$ cat src/design/assert_macros.svh
// assertion macros for the page hash index
`ifndef ASSERT_MACROS_SVH
`define ASSERT_MACROS_SVH
`ifndef SYNTHESIS
`define VPHI_ASSERT_IMP(lbl, ant, con) \
  lbl: assert property (@(posedge clk) disable iff (!rst_n) (ant) |-> (con)) \
    else $error("assertion failed");
`define VPHI_ASSERT_NXT(lbl, ant, con) \
  lbl: assert property (@(posedge clk) disable iff (!rst_n) (ant) |=> (con)) \
    else $error("assertion failed");
`else
`define VPHI_ASSERT_IMP(lbl, ant, con)
`define VPHI_ASSERT_NXT(lbl, ant, con)
`endif
`endif

$ cat src/design/vphi_pkg.sv
// shared types and constants for the page hash index
package vphi_pkg;

  localparam int unsigned SLOTS_DEF = 1024;
  localparam logic [31:0] HASH_BASIS = 32'd2166136261;
  localparam logic [31:0] HASH_PRIME = 32'd16777619;
  localparam logic [10:0] TABLE_SIZE_RST = 11'd1024;

  typedef enum logic [2:0] {
    CMD_PUBLISH    = 3'd0,
    CMD_FIND       = 3'd1,
    CMD_CLEAR      = 3'd2,
    CMD_REQ_SCAN   = 3'd3,
    CMD_INVALIDATE = 3'd4
  } cmd_t;

  typedef enum logic [1:0] {
    ST_OK        = 2'd0,
    ST_NOT_FOUND = 2'd1,
    ST_SCAN      = 2'd2,
    ST_ERROR     = 2'd3
  } status_t;

  typedef enum logic [2:0] {
    S_INIT,
    S_IDLE,
    S_HASH,
    S_RD,
    S_CHK,
    S_SWEEP,
    S_DONE
  } state_t;

  typedef struct packed {
    logic        valid;
    logic [31:0] space;
    logic [31:0] page;
    logic [63:0] commit;
    logic [63:0] plsn;
    logic [63:0] offset;
  } slot_t;

endpackage

$ cat src/design/vphi_hash_mod.sv
// fnv-1a key hash and iterative remainder by the table size
module vphi_hash_mod #(
  parameter int unsigned AW = 10,
  parameter int unsigned NW = 11
) (
  input  logic          clk,
  input  logic          rst_n,
  input  logic          start,
  input  logic [31:0]   key_space,
  input  logic [31:0]   page_no,
  input  logic [NW-1:0] n,
  output logic          done,
  output logic [AW-1:0] pos
);

  localparam int unsigned RW = NW + 1;

  logic          busy_r, busy_nxt;
  logic [5:0]    cnt_r, cnt_nxt;
  logic [31:0]   h_r, h_nxt;
  logic [RW-1:0] rem_r, rem_nxt;
  logic [RW-1:0] rem_sh;
  logic [31:0]   mul_a;

  always_ff @(posedge clk) begin
    if (!rst_n) begin
      busy_r <= 1'b0;
      cnt_r  <= '0;
    end else begin
      busy_r <= busy_nxt;
      cnt_r  <= cnt_nxt;
    end
    h_r   <= h_nxt;
    rem_r <= rem_nxt;
  end

  always_comb begin
    busy_nxt = busy_r;
    cnt_nxt  = cnt_r;
    h_nxt    = h_r;
    rem_nxt  = rem_r;
    done     = 1'b0;
    mul_a    = (cnt_r == 6'd0) ? h_r : (h_r ^ page_no);
    rem_sh   = {rem_r[RW-2:0], h_r[31]};
    if (start) begin
      busy_nxt = 1'b1;
      cnt_nxt  = '0;
      h_nxt    = vphi_pkg::HASH_BASIS ^ key_space;
      rem_nxt  = '0;
    end else if (busy_r) begin
      cnt_nxt = cnt_r + 6'd1;
      if (cnt_r < 6'd2) begin
        h_nxt = 32'(mul_a * vphi_pkg::HASH_PRIME);
      end else begin
        h_nxt = {h_r[30:0], 1'b0};
        if (rem_sh >= RW'(n)) begin
          rem_nxt = rem_sh - RW'(n);
        end else begin
          rem_nxt = rem_sh;
        end
      end
      if (cnt_r == 6'd33) begin
        busy_nxt = 1'b0;
        done     = 1'b1;
      end
    end
  end

  // final remainder step is visible in the done cycle
  assign pos = rem_nxt[AW-1:0];

endmodule

$ cat config.mk
export PLATFORM = sky130hd
export DESIGN_NAME = vphi_hash_mod
export DESIGN_NICKNAME = d
export VERILOG_FILES = /design/src/design/assert_macros.svh /design/src/design/vphi_pkg.sv /design/src/design/vphi_hash_mod.sv
export SDC_FILE = /design/constraint.sdc
export NUM_CORES = 1
export LEC_CHECK = 0
export BUFFER_PORTS_ARGS = -buffer_cell sky130_fd_sc_hd__buf_2
export CORE_MARGIN = 5
export CORE_UTILIZATION = 45
export CTS_CLUSTER_SIZE = 20
export DETAILED_ROUTE_END_ITERATION = 10
export PLACE_DENSITY = 0.74
export SYNTH_ARGS = -nofsm -noshare
export SYNTH_HDL_FRONTEND = slang
export SYNTH_SLANG_ARGS = --single-unit
$ cat constraint.sdc
create_clock -name clk -period 15.1 [get_ports clk]
set_input_delay 0.755 -clock clk [delete_from_list [all_inputs] [get_ports clk]]
set_output_delay 0.755 -clock clk [all_outputs]
set_load 0.01 [all_outputs]
# Yosys cells after proc, flatten, opt, wreduce, memory -nomap -nowiden
# Cells that the tools add are included.
dict set report classes {
  n_reduce_logical 4
  n_eq_ne 1
  addsub 2
  muxes 14
  order_cmp 2
  multipliers 1
  n_bitwise 4
}
# cell n
set ops {}
lappend ops {{$mux 32} 4}
lappend ops {{$mul 32x25->32 const B} 1}
lappend ops {{$xor 32x32->32} 1}
lappend ops {{$mux 10} 3}
lappend ops {{$not 14->14} 1}
lappend ops {{$ge 12x11->1} 1}
lappend ops {{$mux 11} 1}
lappend ops {{$sub 11x11->11} 1}
lappend ops {{$add 6x1->6 const B} 1}
lappend ops {{$eq 6x6->1 const B} 1}
lappend ops {{$logic_not 6->1} 1}
lappend ops {{$lt 6x2->1 const B} 1}
lappend ops {{$mux 1} 6}
lappend ops {{$not 1->1} 2}
lappend ops {{$reduce_and 2->1} 1}
lappend ops {{$reduce_bool 2->1} 1}
lappend ops {{$reduce_or 2->1} 1}
dict set report word_totals {
  in_bits 78
  ff_bits 50
  out_inout_bits 11
  elab_cells 33
}

# Longest topological paths before layout
dict set report depth {
  depth_word 6
  ltp_mapped 27
  mapped_depth_nobuf 25
}

# Worst setup path after synthesis
# No wires, ideal clock.
dict set report synth_timing {
  path_kind {register to register}
  from {reg cnt_r[0]}
  to {reg h_r[29], data pin}
  slack_ps 8750
  required_time_ps 14825
  synth_period_minus_slack_ps 6350
  n_path_buf 3
  stages_incl_launch_ff 28
  arrival_time_ps 6075
  setup_time_ps 275
  path_cell_list {dfxtp_1 inv_1 ha_1 nand2_2 buf_2 buf_1 nand2_1 xor2_1 inv_1 ha_1 ha_1 fa_1 ha_1 fa_1 ha_1 inv_1 fa_1 inv_1 ha_1 clkbuf_1 and3_1 o21a_1 a311oi_2 a21oi_2 nor3_1 o41ai_2 xnor2_1 o221ai_1}
}
dict set report synth_between {
  elab_chain_cells 6
  word_cells_on_any_way 7
  cone_classes {mul (1); order compare (1); mux (4); reduce/logical (1)}
}
# item line_no
set synth_lines {}
lappend synth_lines {{from (decl)} vphi_hash_mod.sv:19} ;# logic [5:0] cnt_r, cnt_nxt;
lappend synth_lines {{from (signal assigned)} vphi_hash_mod.sv:31} ;# cnt_r <= cnt_nxt;
lappend synth_lines {{$logic_not 6->1} vphi_hash_mod.sv:43} ;# mul_a = (cnt_r == 6'd0) ? h_r : (h_r ^ page_no);
lappend synth_lines {{$mux 32} vphi_hash_mod.sv:43}
lappend synth_lines {{$mul 32x25->32} vphi_hash_mod.sv:53} ;# h_nxt = 32'(mul_a * vphi_pkg::HASH_PRIME);
lappend synth_lines {{$mux 32 (*)} vphi_hash_mod.sv:52} ;# if (cnt_r < 6'd2) begin
lappend synth_lines {{$mux 32 (*)} vphi_hash_mod.sv:50} ;# end else if (busy_r) begin
lappend synth_lines {{$mux 32 (*)} vphi_hash_mod.sv:45} ;# if (start) begin
lappend synth_lines {{named net h_nxt[29]} vphi_hash_mod.sv:20} ;# logic [31:0] h_r, h_nxt;
lappend synth_lines {{to (signal assigned)} vphi_hash_mod.sv:33} ;# h_r <= h_nxt;
lappend synth_lines {{to (decl)} vphi_hash_mod.sv:20}
# Mark *: on every way through the listed nets, which the timed path passes. The rest lies on a longest branch. The select of a mux whose other input is x is not followed.
# A chain may end at the register's enable or synchronous reset.

# Final worst setup path
dict set report layout_timing {
  from {reg cnt_r[2]}
  to {reg h_r[30], data pin}
}
# The elaborated chain is that of the path after synthesis.

==> flow_summary.ini <==
[run]
maxCapViolations = 0

[floorplan]
start_util_pct = 46.12
io_pins = 89
rows = 51
fp.dieW_um = 151.7
die_h_um = 151.7
dieArea_sq_um = 23010
core_sq_um = 19590

[synthesis]
ys_async_sr_fraction_pct = 0
synth_edf_count = 32
ys_types = 62
synth_xor_area_share_pct = 9.043
synth_top_area_share_pct = 25.62
ys_warn_count = 0
synth.area.mux_share_pct = 1.039
synth_compound_area_share_pct = 12.35
syn_area_sq_um = 9035
synthFlopType = edfxtp_1
syn-num-nets = 1359
yosys.area_share.simple_pct = 10.76
syn_avg_cell_area_sq_um = 8.849
synth_adder_area_share_pct = 42.24
synth_top_family_by_area = adder cells
ys_seq_area_share_pct = 14.62
yosys.area.top_type = ha_1
ys_ff_latch = 50
synth_cells = 1021
synth.top_cells.by_area = ha_1, fa_1, edfxtp_1

[setup_path]
critical_path_class = reg -> reg
cp_common_cell = ha_1
crit_start = cnt_r[2]
reg2reg_slack_ns = 7.50
crit_path_cell_trace = nor4_4, nand2_2, nand2_1, xor2_1, inv_1, ha_1, ha_1, fa_1, ha_1, fa_1, ha_1, inv_1, fa_1, inv_1, ha_1, nand3_1, nor3_1, o2111ai_1, a21oi_1, o2111ai_1, a21oi_1, mux2_2, a31oi_1
cp.arrival_ns = 7.75
crit_path_top_delay_cell = fa_1
path_max_fanout = 32
worstRegToRegCells = 23
crit_path_start_kind = register
end_kind = register
cp_slowest_stage_delay_ns = 0.55
r2r-start = cnt_r[2]
cp.required_ns = 15.25
cp-endpoint = h_r[30]
regToRegEndpoint = h_r[30]

[detailed_routing]
routed-wl-met3_um = 1603
vias = 7312
routed_wl_um = 23330
drtIter0Drc = 406
routedWlPerCell_um = 17.14
wl_met2_um = 10830
met1_length_um = 10420
maxUsedRoutingLayer = met5
drtAntennaViolNets = 0
drt_pre_antenna_iters = 7
vias_per_cell = 5.373
remaining_drc_errors = 0

[clocking]
clock-sinks = 50
ctsLongestPathBuffers = 2
clock_latency_ns = 0.30
root_buffer = clkbuf_16
cts_tree = yes
htreeDepth = 2
post_cts_buffers = 0
clk_pin_slew_worst_paths_ns = 0.08
holdBufCountCts = 0
numCtsBuffers = 5
cts_resized = 0

[timing]
tns_ns = 0
rsz0062_at_grt = false
hold_viol = 0
finalCritPeriodShare_pct = 50.31
max_freq_mhz = 131.6
skew_ns = 0.006054
finalSetupViolCount = 0
slew_viol_final = 0
worst_slew_pin_slew_ns = 0.9414
relSlewSlack_pct = 37.24
period_needed_ns = 7.596

[place]
hpwl_um = 19620
gp_congestion = 0.9256
numPortBuffers = 88

[final_layout]
nNetsFinal = 1433
fillers = 1840
num_antenna_cells = 0
final_common_cell = inv_1
drive_gt1_share_pct = 10.40
syn2layout_area_growth_pct = 9.348
layout_common_cells = inv_1, ha_1, buf_2

[grt]
overflow = 0
track_usage_pct = 20.80
grt_max_degree = 58
grt_pass1_wl_um = 37610
grt_pass1_vias = 7418
antenna_found_initial = 1

[worst_hold_path]
whs_path_depth = 2
min_path_type = reg -> reg

[run_status]
status = completed
-- synth_stat cells, drive strengths merged, types with 10 or more instances --
master,count
fa,75
o21ai,35
nand3,11
clkbuf,20
nor2,51
ha,185
a21oi,46
nor3,11
o21a,11
nand2,87
a311oi,10
dfxtp,18
and3,11
a21o,17
edfxtp,32
inv,214
xor2,30
xnor2,56
-- worst min-delay path by stage --
stage / slack (ns) / start / endpoint
global route: 0.56 / rem_r[7] / rem_r[7]
CTS: 0.53 / rem_r[5] / rem_r[6]
floorplan: 0.50 / cnt_r[5] / cnt_r[5]
detailed placement: 0.51 / rem_r[6] / rem_r[7]
global placement: 0.51 / rem_r[5] / rem_r[6]
finish: 0.53 / rem_r[5] / rem_r[6]
-- logic make-up (layout without fill, tap and decap cells) --
family          Yosys count  after routing
xor+xnor                 88             88
simple gates            210            210
fa+ha+maj               260            260
flops                    50             50
compound gates          166            166
mux                       9              9
buf+inv                 238            313
-- layout make-up --
class                           instances  area [sq um]  share of cell area, %
Multi-Input combinational cell        733          6815                  68.98
Clock buffer                            5         125.1                  1.266
Timing Repair Buffer                   91         462.9                  4.686
Clock inverter                          3         20.02                 0.2026
Tap cell                              265         331.6                  3.356
Inverter                              214         803.3                  8.131
Sequential cell                        50          1321                  13.37
-- state kept, by name (all words and copies together) (netlist names) --
name    cells
busy_r      1
cnt_r       6
h_r        32
rem_r      11
-- through the flow --
stage / instances / util [%] / setup WS [ns] / hold slack, ns / cell area [sq um]
final: 1361 / 50.43 / 7.504 / 0.5268 / 9879
after global routing: 1361 / 50.43 / 7.153 / 0.5645 / 9879
after CTS: 1361 / 50.43 / 7.583 / 0.5282 / 9879
after detailed placement: 1353 / 49.69 / 7.601 / 0.5114 / 9734
after global placement: 1353 / 49.69 / 7.634 / 0.5134 / 9734
after floorplan: 1021 / - / 8.750 / 0.5004 / 9035
-- layer usage --
layer  global-route usage (%)  up-vias
met4                    4.537        2
met1                    28.88     3511
met2                    34.31      227
li1                         -     3535
met3                    3.361       37
met5                        0        -
-- critical path: cells and delay by family, from the launching register on --
kind / cells / cell delay, ns
xor gates and xnor gates: 1 / 0.50
AOI/OAI and AO/OA: 5 / 1.32
DFF: 1 / 0.38
adders and majority gates: 8 / 3.04
and+or+nand+nor: 5 / 1.55
muxes: 1 / 0.35
buffers and inverters: 3 / 0.29
Power is left out: the tool's default activity adds up to more than one toggle a clock period on the data nets, which glitch-free logic cannot reach.
